===== src/hw/rtl/spf_ram.sv =====
`default_nettype none
module spf_ram #(
  parameter int unsigned Width = 16,
  parameter int unsigned Depth = 256
) (
  input  wire logic                     clk_i,
  input  wire logic                     we_i,
  input  wire logic [$clog2(Depth)-1:0] waddr_i,
  input  wire logic [Width-1:0]         wdata_i,
  input  wire logic [$clog2(Depth)-1:0] raddr_i,
  output logic      [Width-1:0]         rdata_o
);

  logic [Width-1:0] mem [Depth];

  always_ff @(posedge clk_i) begin
    if (we_i) begin
      mem[waddr_i] <= wdata_i;
    end
    rdata_o <= mem[raddr_i];
  end

endmodule
`default_nettype wire


===== config.mk =====
export PLATFORM = sky130hd
export DESIGN_NAME = spf_ram
export DESIGN_NICKNAME = d
export VERILOG_FILES = /design/src/hw/rtl/spf_ram.sv
export SDC_FILE = /design/constraint.sdc
export NUM_CORES = 2
export LEC_CHECK = 0
export BUFFER_PORTS_ARGS = -buffer_cell sky130_fd_sc_hd__buf_4
export CORE_ASPECT_RATIO = 1.1
export CORE_MARGIN = 8
export CORE_UTILIZATION = 54
export CTS_BUF_LIST = sky130_fd_sc_hd__clkbuf_4 sky130_fd_sc_hd__clkbuf_8
export CTS_CLUSTER_SIZE = 12
export DETAILED_ROUTE_END_ITERATION = 10
export HOLD_SLACK_MARGIN = 0.15
export MAX_ROUTING_LAYER = met4
export PLACE_DENSITY = 0.72
export SYNTH_ARGS = -nofsm -noshare
export SYNTH_HDL_FRONTEND = slang
export SYNTH_SLANG_ARGS = --single-unit

===== constraint.sdc =====
create_clock -name clk_i -period 2.6 [get_ports clk_i]
set_input_delay 0.39 -clock clk_i [delete_from_list [all_inputs] [get_ports clk_i]]
set_output_delay 0.39 -clock clk_i [all_outputs]
set_load 0.005 [all_outputs]

==> flow_summary_export.csv <==
group,metric,value,unit
floorplan,core,292300,sq um
global_route,grt_pass1_vias,84060,
sta,drv_slew,0,
layout,final_area,184600,sq um
global_route,antenna_found_initial,20,
sta,fin_crit_sh,104.6,%
layout,register_area,123300,sq um
placed_design,dpl_cell_area,171900,sq um
status,violations,"setup timing",
clock_tree,tritoncts,"done",
logic_synthesis,yosysMostFrequentCell,"edfxtp_1",
routing,vias_per_cell,6.402,
sta,hold_viol,0,
global_route,grt_overflow,0,
critical_path,r2r-start,"mem[171][14]",
logic_synthesis,synth_ff_type,"edfxtp_1",
critical_path,crit_path_end,"rdata_o[14]",
critical_path,crit_path_max_incr_delay,0.99,ns
sta,rsz0062_at_grt,"true",
sta,slew-limit-headroom,13.01,%
floorplan,die_height,584.6,um
critical_path,crit_path_top_delay_cell,"o31ai_1",
layout,fill_cells,19070,
critical_path,critPathMostFrequentCell,"buf_12",
logic_synthesis,synth_top_cells_by_count,"edfxtp_1 (4096), mux4_2 (797), mux2i_1 (565)",
clock_tree,cts_sinks,4112,
critical_path,worstSetupStartpointType,"input port",
layout,syn_to_final_growth,16.28,%
critical_path,crit_required,3.56,ns
sta,max_freq,367.8,MHz
logic_synthesis,netlist_top_cells_area,"edfxtp_1 (77%), mux4_2 (11%), mux2i_1 (3.6%), o221ai_1 (1.4%), nor2_1 (0.72%)",
routing,wl_per_cell,31.63,um
logic_synthesis,yosys_warnings,0,
job,drv_cap,0,
critical_path,critPathCaptureType,"register",
floorplan,rows,208,
critical_path,crit_path_cell_trace,"buf_16 > buf_12 > buf_12 > buf_12 > mux2i_1 > o221ai_2 > a21oi_1 > o31ai_1 > o32ai_2 > nor4_1",
logic_synthesis,syn_avg_cell_area,21.56,sq um
placed_design,port_buffers,49,
global_route,grt_pass1_wl,591200,um
global_route,grtUsageTotal,26.79,%
clock_tree,path_clk_slew,0.07,ns
power,power.density,718.8,nW/um^2
status,outcome,"complete, but fails checks",
critical_path,r2r_end,"rdata_o[14]",
clock_tree,htree_levels,6,
sta,fin_crit,2.719,ns
hold_path,hold_path.class,"in2reg",
logic_synthesis,yosysSeqAreaShare,77.70,%
routing,dr.pass1.iters,6,
placed_design,gp_congestion,0.9594,
floorplan,die_w,532.9,um
sta,fin_skew,0.09867,ns
sta,whs,0.2670,ns
placed_design,pre_cts_ws,-1.434,ns
layout,fin_cells,13030,
routing,drc,0,
critical_path,rrSetupSlack,-0.06,ns
floorplan,ios,50,
power,p_leak,0.06039,uW
logic_synthesis,yosysTopAreaCellShare,77.50,%
routing,wirelength,412200,um
clock_tree,clk-insertion-delay-late,1.10,ns
routing,antenna_left,0,
sta,fin_ws,-0.1187,ns
floorplan,start_util,54.31,%
power,ir_drop,0.4881,mV
logic_synthesis,synth_seq_cells,4112,
placed_design,dp.cells,11890,
critical_path,reg2regPathDepth,6,
logic_synthesis,syn_nets,7394,
placed_design,dp_hpwl,257000,um
critical_path,cp-startpoint,"raddr_i[0]",
logic_synthesis,syn_inst,7360,
logic_synthesis,synthesis.area,158700,sq um
logic_synthesis,yosys.area.top_type,"edfxtp_1",
layout,multiInputGateArea,33240,sq um
routing,drt_iter0_drc,11040,
sta,setup_viol_count_final,4,
critical_path,worstPathArrival,3.68,ns
floorplan,dieArea,311500,sq um
sta,worst_pin_slew,1.295,ns
clock_tree,cts_buffers,631,
routing,vias,83450,
critical_path,cp_max_fo,32,
clock_tree,cts_buffer_depth,4,
logic_synthesis,yosys.cell_types.count,52,
logic_synthesis,synth_edf_count,4096,
clock_tree,root_buffer,"clkbuf_8",
global_route,grt_max_degree,109,
critical_path,crit_type,"in2reg",
layout,nets,8708,
logic_synthesis,async_reset_ff_share,0,%
layout,drive_gt1_share,33.29,%
==> worst min-delay path by stage <==
| stage | startpoint | endpoint | cells past startpoint |
|---|---|---|---|
| 3_5_place_dp | wdata_i[6] | mem[149][6] | 1 |
| 6_report | raddr_i[4] | rdata_o[3] | 7 |
| 2_1_floorplan | wdata_i[0] | mem[0][0] | 0 |
| 4_1_cts | wdata_i[6] | mem[158][6] | 2 |
| 5_1_grt | raddr_i[4] | rdata_o[8] | 7 |
| 3_3_place_gp | wdata_i[6] | mem[150][6] | 1 |
==> cell families after synthesis <==
| logic type | share of synthesized area [%] |
|---|---|
| DFF | 77.70 |
| muxes | 15.50 |
| AOI/OAI and AO/OA | 3.537 |
| and+or+nand+nor | 1.574 |
| buffers and inverters | 1.693 |
==> where the power goes <==
group          internal (uW)  switching, uW  leakage [uW]
sequential             73100            153        0.0369
combinational           3070           4660        0.0171
clock                  27000          24700       0.00634
total                 103000          29500        0.0604
==> worst max-delay path, delay by kind of cell <==
kind            cells  cell delay [ns]
simple gates        1             0.38
mux                 1             0.13
buf+inv             4             0.95
compound gates      4             1.75
==> flip-flops by register name (all words and copies together), names as in the netlist <==
| name | cells |
|---|---|
| mem | 4096 |
| rdata_o | 16 |
==> metal layers <==
metal  share of wire [%]  global-route usage [%]  up-vias  routed length (um)
met5                   0                       -        -                   0
li1                    -                       -    34010                   -
met2                  47                   41.44     5221              195700
met4                 5.0                   11.74        0               20770
met3                  10                   4.892      968               42900
met1                  37                   35.41    43250              152800
==> cell usage in the layout (no fill, tap or decap), types with 43 or more instances in the layout <==
cell	count
buf_12	187
nor3_1	90
nor2_2	49
o221ai_1	252
nor2_1	255
mux2i_1	565
clkbuf_4	213
mux2_2	88
clkinv_1	141
o22ai_1	148
a21oi_1	174
buf_4	891
mux4_2	797
a22oi_1	43
clkinv_2	45
edfxtp_1	4096
clkbuf_8	644
==> final cells by class <==
cell class / count / area share (%)
diodes: 11 / 0.01492
clock inverters: 241 / 0.8325
repair buffers: 1133 / 6.011
clock buffers: 856 / 5.662
well taps: 3885 / 2.634
flip-flops and latches: 4112 / 66.82
inverters: 4 / 0.01492
multi-input cells: 2792 / 18.01
==> through the flow <==
step | power, uW | utilization (%) | TNS (ns)
after floorplan | 78130 | - | 0
after global placement | 81940 | 58.81 | -17.66
after detailed placement | 82110 | 58.81 | -17.71
after CTS | 133100 | 63.09 | 0
after global routing | 136300 | 63.15 | -0.007740
final | 132700 | 63.15 | -0.1634
==> timing repair <==
item	in CTS	in global routing
resized for setup	25	20
endpoints found under the hold margin	4021	0
setup endpoints to repair	14	21
hold buffers	33	0
pin swaps	0	5
setup buffers	0	0
(Power assumes the default switching activity.)
