<file path="config.mk">
export PLATFORM = sky130hd
export DESIGN_NAME = spf_div
export DESIGN_NICKNAME = d
export VERILOG_FILES = /design/src/hw/rtl/spf_div.sv
export SDC_FILE = /design/constraint.sdc
export NUM_CORES = 1
export LEC_CHECK = 0
export BUFFER_PORTS_ARGS = -buffer_cell sky130_fd_sc_hd__buf_2
export CAP_MARGIN = 25
export CORE_UTILIZATION = 51
export DETAILED_ROUTE_END_ITERATION = 16
export PLACE_DENSITY = 0.85
export SETUP_SLACK_MARGIN = 0.3
export SLEW_MARGIN = 15
export SYNTH_ARGS = -nofsm -noshare
export SYNTH_HDL_FRONTEND = slang
export SYNTH_SLANG_ARGS = --single-unit
</file>
<file path="constraint.sdc">
create_clock -name clk_i -period 2.1 [get_ports clk_i]
set_clock_uncertainty 0.1 [all_clocks]
set_input_delay 0.315 -clock clk_i [delete_from_list [all_inputs] [get_ports clk_i]]
set_output_delay 0.315 -clock clk_i [all_outputs]
set_load 0.01 [all_outputs]
</file>
<file path="src/hw/rtl/spf_div.sv">
`default_nettype none
module spf_div (
  input  wire logic        clk_i,
  input  wire logic        rst_ni,
  input  wire logic        start_i,
  input  wire logic [15:0] dividend_i,
  input  wire logic [15:0] divisor_i,
  output logic             done_o,
  output logic [15:0]      quotient_o
);

  logic [15:0] quo_q, quo_d;
  logic [16:0] rem_q, rem_d;
  logic [15:0] dvs_q, dvs_d;
  logic [4:0]  cnt_q, cnt_d;
  logic        done_q, done_d;
  logic [16:0] shifted;

  always_comb begin
    quo_d   = quo_q;
    rem_d   = rem_q;
    dvs_d   = dvs_q;
    cnt_d   = cnt_q;
    done_d  = 1'b0;
    shifted = {rem_q[15:0], quo_q[15]};
    if (start_i) begin
      quo_d = dividend_i;
      rem_d = '0;
      dvs_d = divisor_i;
      cnt_d = 5'd16;
    end else if (cnt_q != 5'd0) begin
      if (shifted >= {1'b0, dvs_q}) begin
        rem_d = shifted - {1'b0, dvs_q};
        quo_d = {quo_q[14:0], 1'b1};
      end else begin
        rem_d = shifted;
        quo_d = {quo_q[14:0], 1'b0};
      end
      cnt_d = cnt_q - 5'd1;
      done_d = (cnt_q == 5'd1);
    end
  end

  always_ff @(posedge clk_i or negedge rst_ni) begin
    if (!rst_ni) begin
      cnt_q  <= '0;
      done_q <= 1'b0;
    end else begin
      cnt_q  <= cnt_d;
      done_q <= done_d;
    end
  end

  always_ff @(posedge clk_i) begin
    quo_q <= quo_d;
    rem_q <= rem_d;
    dvs_q <= dvs_d;
  end

  assign done_o     = done_q;
  assign quotient_o = quo_q;

endmodule
`default_nettype wire

</file>
==> results.toml <==
[outcome]
status = "finished with violations"
violations = "negative setup slack"

[cts]
cts.sinks = 54
clk_pin_slew_ns = 0.11
cts-root-buf = "clkbuf_8"
clock_latency_ns = 0.32
h-tree-depth = 2
numCtsBuffers = 5
tritoncts = "yes"
cts_buffer_depth = 2

[final_layout]
final_nets = 491
layoutNonFillerInstCount = 512
antenna_cells = 0
fillers = 333
drive_gt1_share_pct = 50.8
areaGrowthSynthToFinish_pct = 47.9

[placed_design]
gp_congestion = 0.869
dp_cells = 491
numPortBuffers = 51
dp_hpwl_microns = 6100

[logic_synthesis]
synth.area.top_cells = "edfxtp_1 30%, dfxtp_1 10%, ha_1 7.4%"
synth_area_per_cell_sq_um = 10.1
yosys_most_used_dff = "edfxtp_1"
async_flop_share_pct = 11.1
synth_most_common_cell = "edfxtp_1"
synth_fp_nets = 373
synth.top_cell.area_share_pct = 29.9
synth_cell_type_count = 60
ys_ff_latch = 54
synth_edf_count = 32
ys_warn_count = 0
synth_top_area_cell = "edfxtp_1"
syn_area_sq_mm = 0.00322
synth_common_cells = "32 x edfxtp_1, 27 x nor2_1, 22 x inv_1"
synth_seq_area_share_pct = 44.5
syn_inst = 318

[critical_path]
setup.worst_path.class = "flip-flop to flip-flop"
worstPathRequired_ns = 2.22
cp-startpoint = "dvs_q[8]$_DFFE_PP_"
endpoint_kind = "flip-flop"
r2r_cells = 10
setup.worst_path.end = "rem_q[0]$_SDFFE_PP0P_"
worstPathMaxFanout = 7
r2r-end = "rem_q[0]$_SDFFE_PP0P_"
cp.arrival_ns = 2.48
start_kind = "flip-flop"
reg2reg_from = "dvs_q[8]$_DFFE_PP_"
reg2reg_slack_ns = -0.26

[power_and_ir_drop]
power_density_mw_per_mm2 = 1320
power_leakage_uw = 0.00199
vdd.ir_drop.worst_v = 0.000763
total_power_uw = 6260

[timing]
hold_ws_ns = 0.0633
rsz0062_at_grt = "yes"
max_freq_ghz = 0.424
setup_violations = 16
setup_ws_ns = -0.258
final_max_slew_viol_count = 0
final_hold_viol_count = 0
fin_crit_sh_pct = 112
slew_headroom_pct = 68.7
worst_slew_pin_slew_ns = 0.469
min_period_ns = 2.36

[drt]
ant_nets = 0
vias_per_cell = 6.04
num_vias = 3094
drc = 0
routed_wl_microns = 9690
dr.pass1.iters = 6
wl_per_cell_microns = 18.9
drtIter0Drc = 210

[floorplanning]
start_util_pct = 53.7
rows = 28
die_h_microns = 81.4
die_w_microns = 81.4
core-area_sq_mm = 0.00599
dieArea_sq_mm = 0.00663
ios = 52

[grt]
grt.total_usage_pct = 28.0
grt_pass1_vias = 2919
antenna_found_initial = 0
grt_max_degree = 24
grt_pass1_wl_microns = 13900
globalRoute.totalOverflow = 0

[run]
drv_cap = 0

[hold_path]
hold_depth = 1
worstHoldPathType = "input port to flip-flop"
## power breakdown
group / switching, uW / leakage (uW) / internal [uW]
registers: 243 / 0.000533 / 1430
logic: 1940 / 0.00141 / 2000
clock network: 399 / 0.0000506 / 251
## how the worst min path moves through the flow
stage	from	to	slack, ns
6_report	divisor_i[6]	dvs_q[6]$_DFFE_PP_	0.06
5_1_grt	divisor_i[6]	dvs_q[6]$_DFFE_PP_	0.05
4_1_cts	divisor_i[6]	dvs_q[6]$_DFFE_PP_	0.06
3_5_place_dp	rst_ni	cnt_q[3]$_DFFE_PN0P_	0.05
3_3_place_gp	rst_ni	cnt_q[3]$_DFFE_PN0P_	0.04
2_1_floorplan	rst_ni	cnt_q[0]$_DFFE_PN0P_	-0.08
## worst max-delay path, cell delays in order (launching register included)
cell and delay (ns):
edfxtp_1 0.36, inv_2 0.05, ha_4 0.30, buf_6 0.11
nand4_4 0.13, nor4_4 0.33, nor3_2 0.08, and2_4 0.20
buf_12 0.14, a21o_1 0.17, a311oi_2 0.30
## cell families (layout without fill, tap and decap cells)
kind of cell / Yosys count / in the layout / synth area share, %
compound gates: 80 / 80 / 17.7
xor+xnor: 11 / 11 / 3.00
fa+ha+maj: 20 / 20 / 8.02
buf+inv: 38 / 157 / 4.94
flops: 54 / 54 / 44.5
mux: 18 / 18 / 6.23
simple gates: 97 / 97 / 15.6
## registers in the layout, indices dropped and copies added, names as in the netlist
register,cells
rem_q,16
done_o,1
quotient_o,16
dvs_q,16
cnt_q,5
## metal layers
layer	wire [microns]	global-route usage [%]	up-vias
li1	-	-	1422
met2	5010	48.2	155
met1	3830	35.0	1490
met3	569	4.49	27
met5	0	0	-
met4	283	10.4	0
## per-stage QoR
stage	TNS (ns)	worst slack (ns)	util, %	cell area [sq um]
6_report	-2.33	-0.258	79.4	4750
5_1_grt	-3.66	-0.322	79.4	4750
4_1_cts	-1.03	-0.154	76.0	4550
3_5_place_dp	-2.00	-0.187	69.4	4160
3_3_place_gp	-0.848	-0.130	69.4	4160
2_1_floorplan	-0.215	-0.0841	-	3390
## layout make-up
| type | instances | area, sq um | area share [%] |
|---|---|---|---|
| Clock buffer | 5 | 68.8 | 1.45 |
| Clock inverter | 3 | 28.8 | 0.605 |
| Inverter | 22 | 82.6 | 1.74 |
| Multi-Input combinational cell | 226 | 2110 | 44.4 |
| Sequential cell | 54 | 1430 | 30.1 |
| Tap cell | 75 | 93.8 | 1.97 |
| Timing Repair Buffer | 127 | 936 | 19.7 |
## timing repair
item	4_1_cts	5_1_grt
gates resized for setup	47	33
endpoints found under the setup margin	17	34
pin swaps	36	14
setup buffers	6	5
hold buffers	1	0
gates cloned	1	0
hold endpoints to repair	6	0
## layout by cell type (no fill, tap or decap), drive strengths merged, types with 2 or more instances in the layout
cell type / count
a211oi: 2
a21boi: 2
a21o: 7
a21oi: 11
a311oi: 9
a31oi: 5
and2: 4
and4: 2
buf: 126
clkbuf: 5
dfrtp: 6
dfxtp: 16
edfxtp: 32
ha: 19
inv: 24
mux2: 16
mux2i: 2
nand2: 15
nand3: 13
nand3b: 6
nand4: 5
nor2: 27
nor2b: 5
nor3: 8
nor3b: 3
nor4: 2
o211ai: 5
o21a: 6
o21ai: 15
o221ai: 2
o31ai: 3
or3: 5
xnor2: 9
xor2: 2
(Power assumes the default switching activity.)
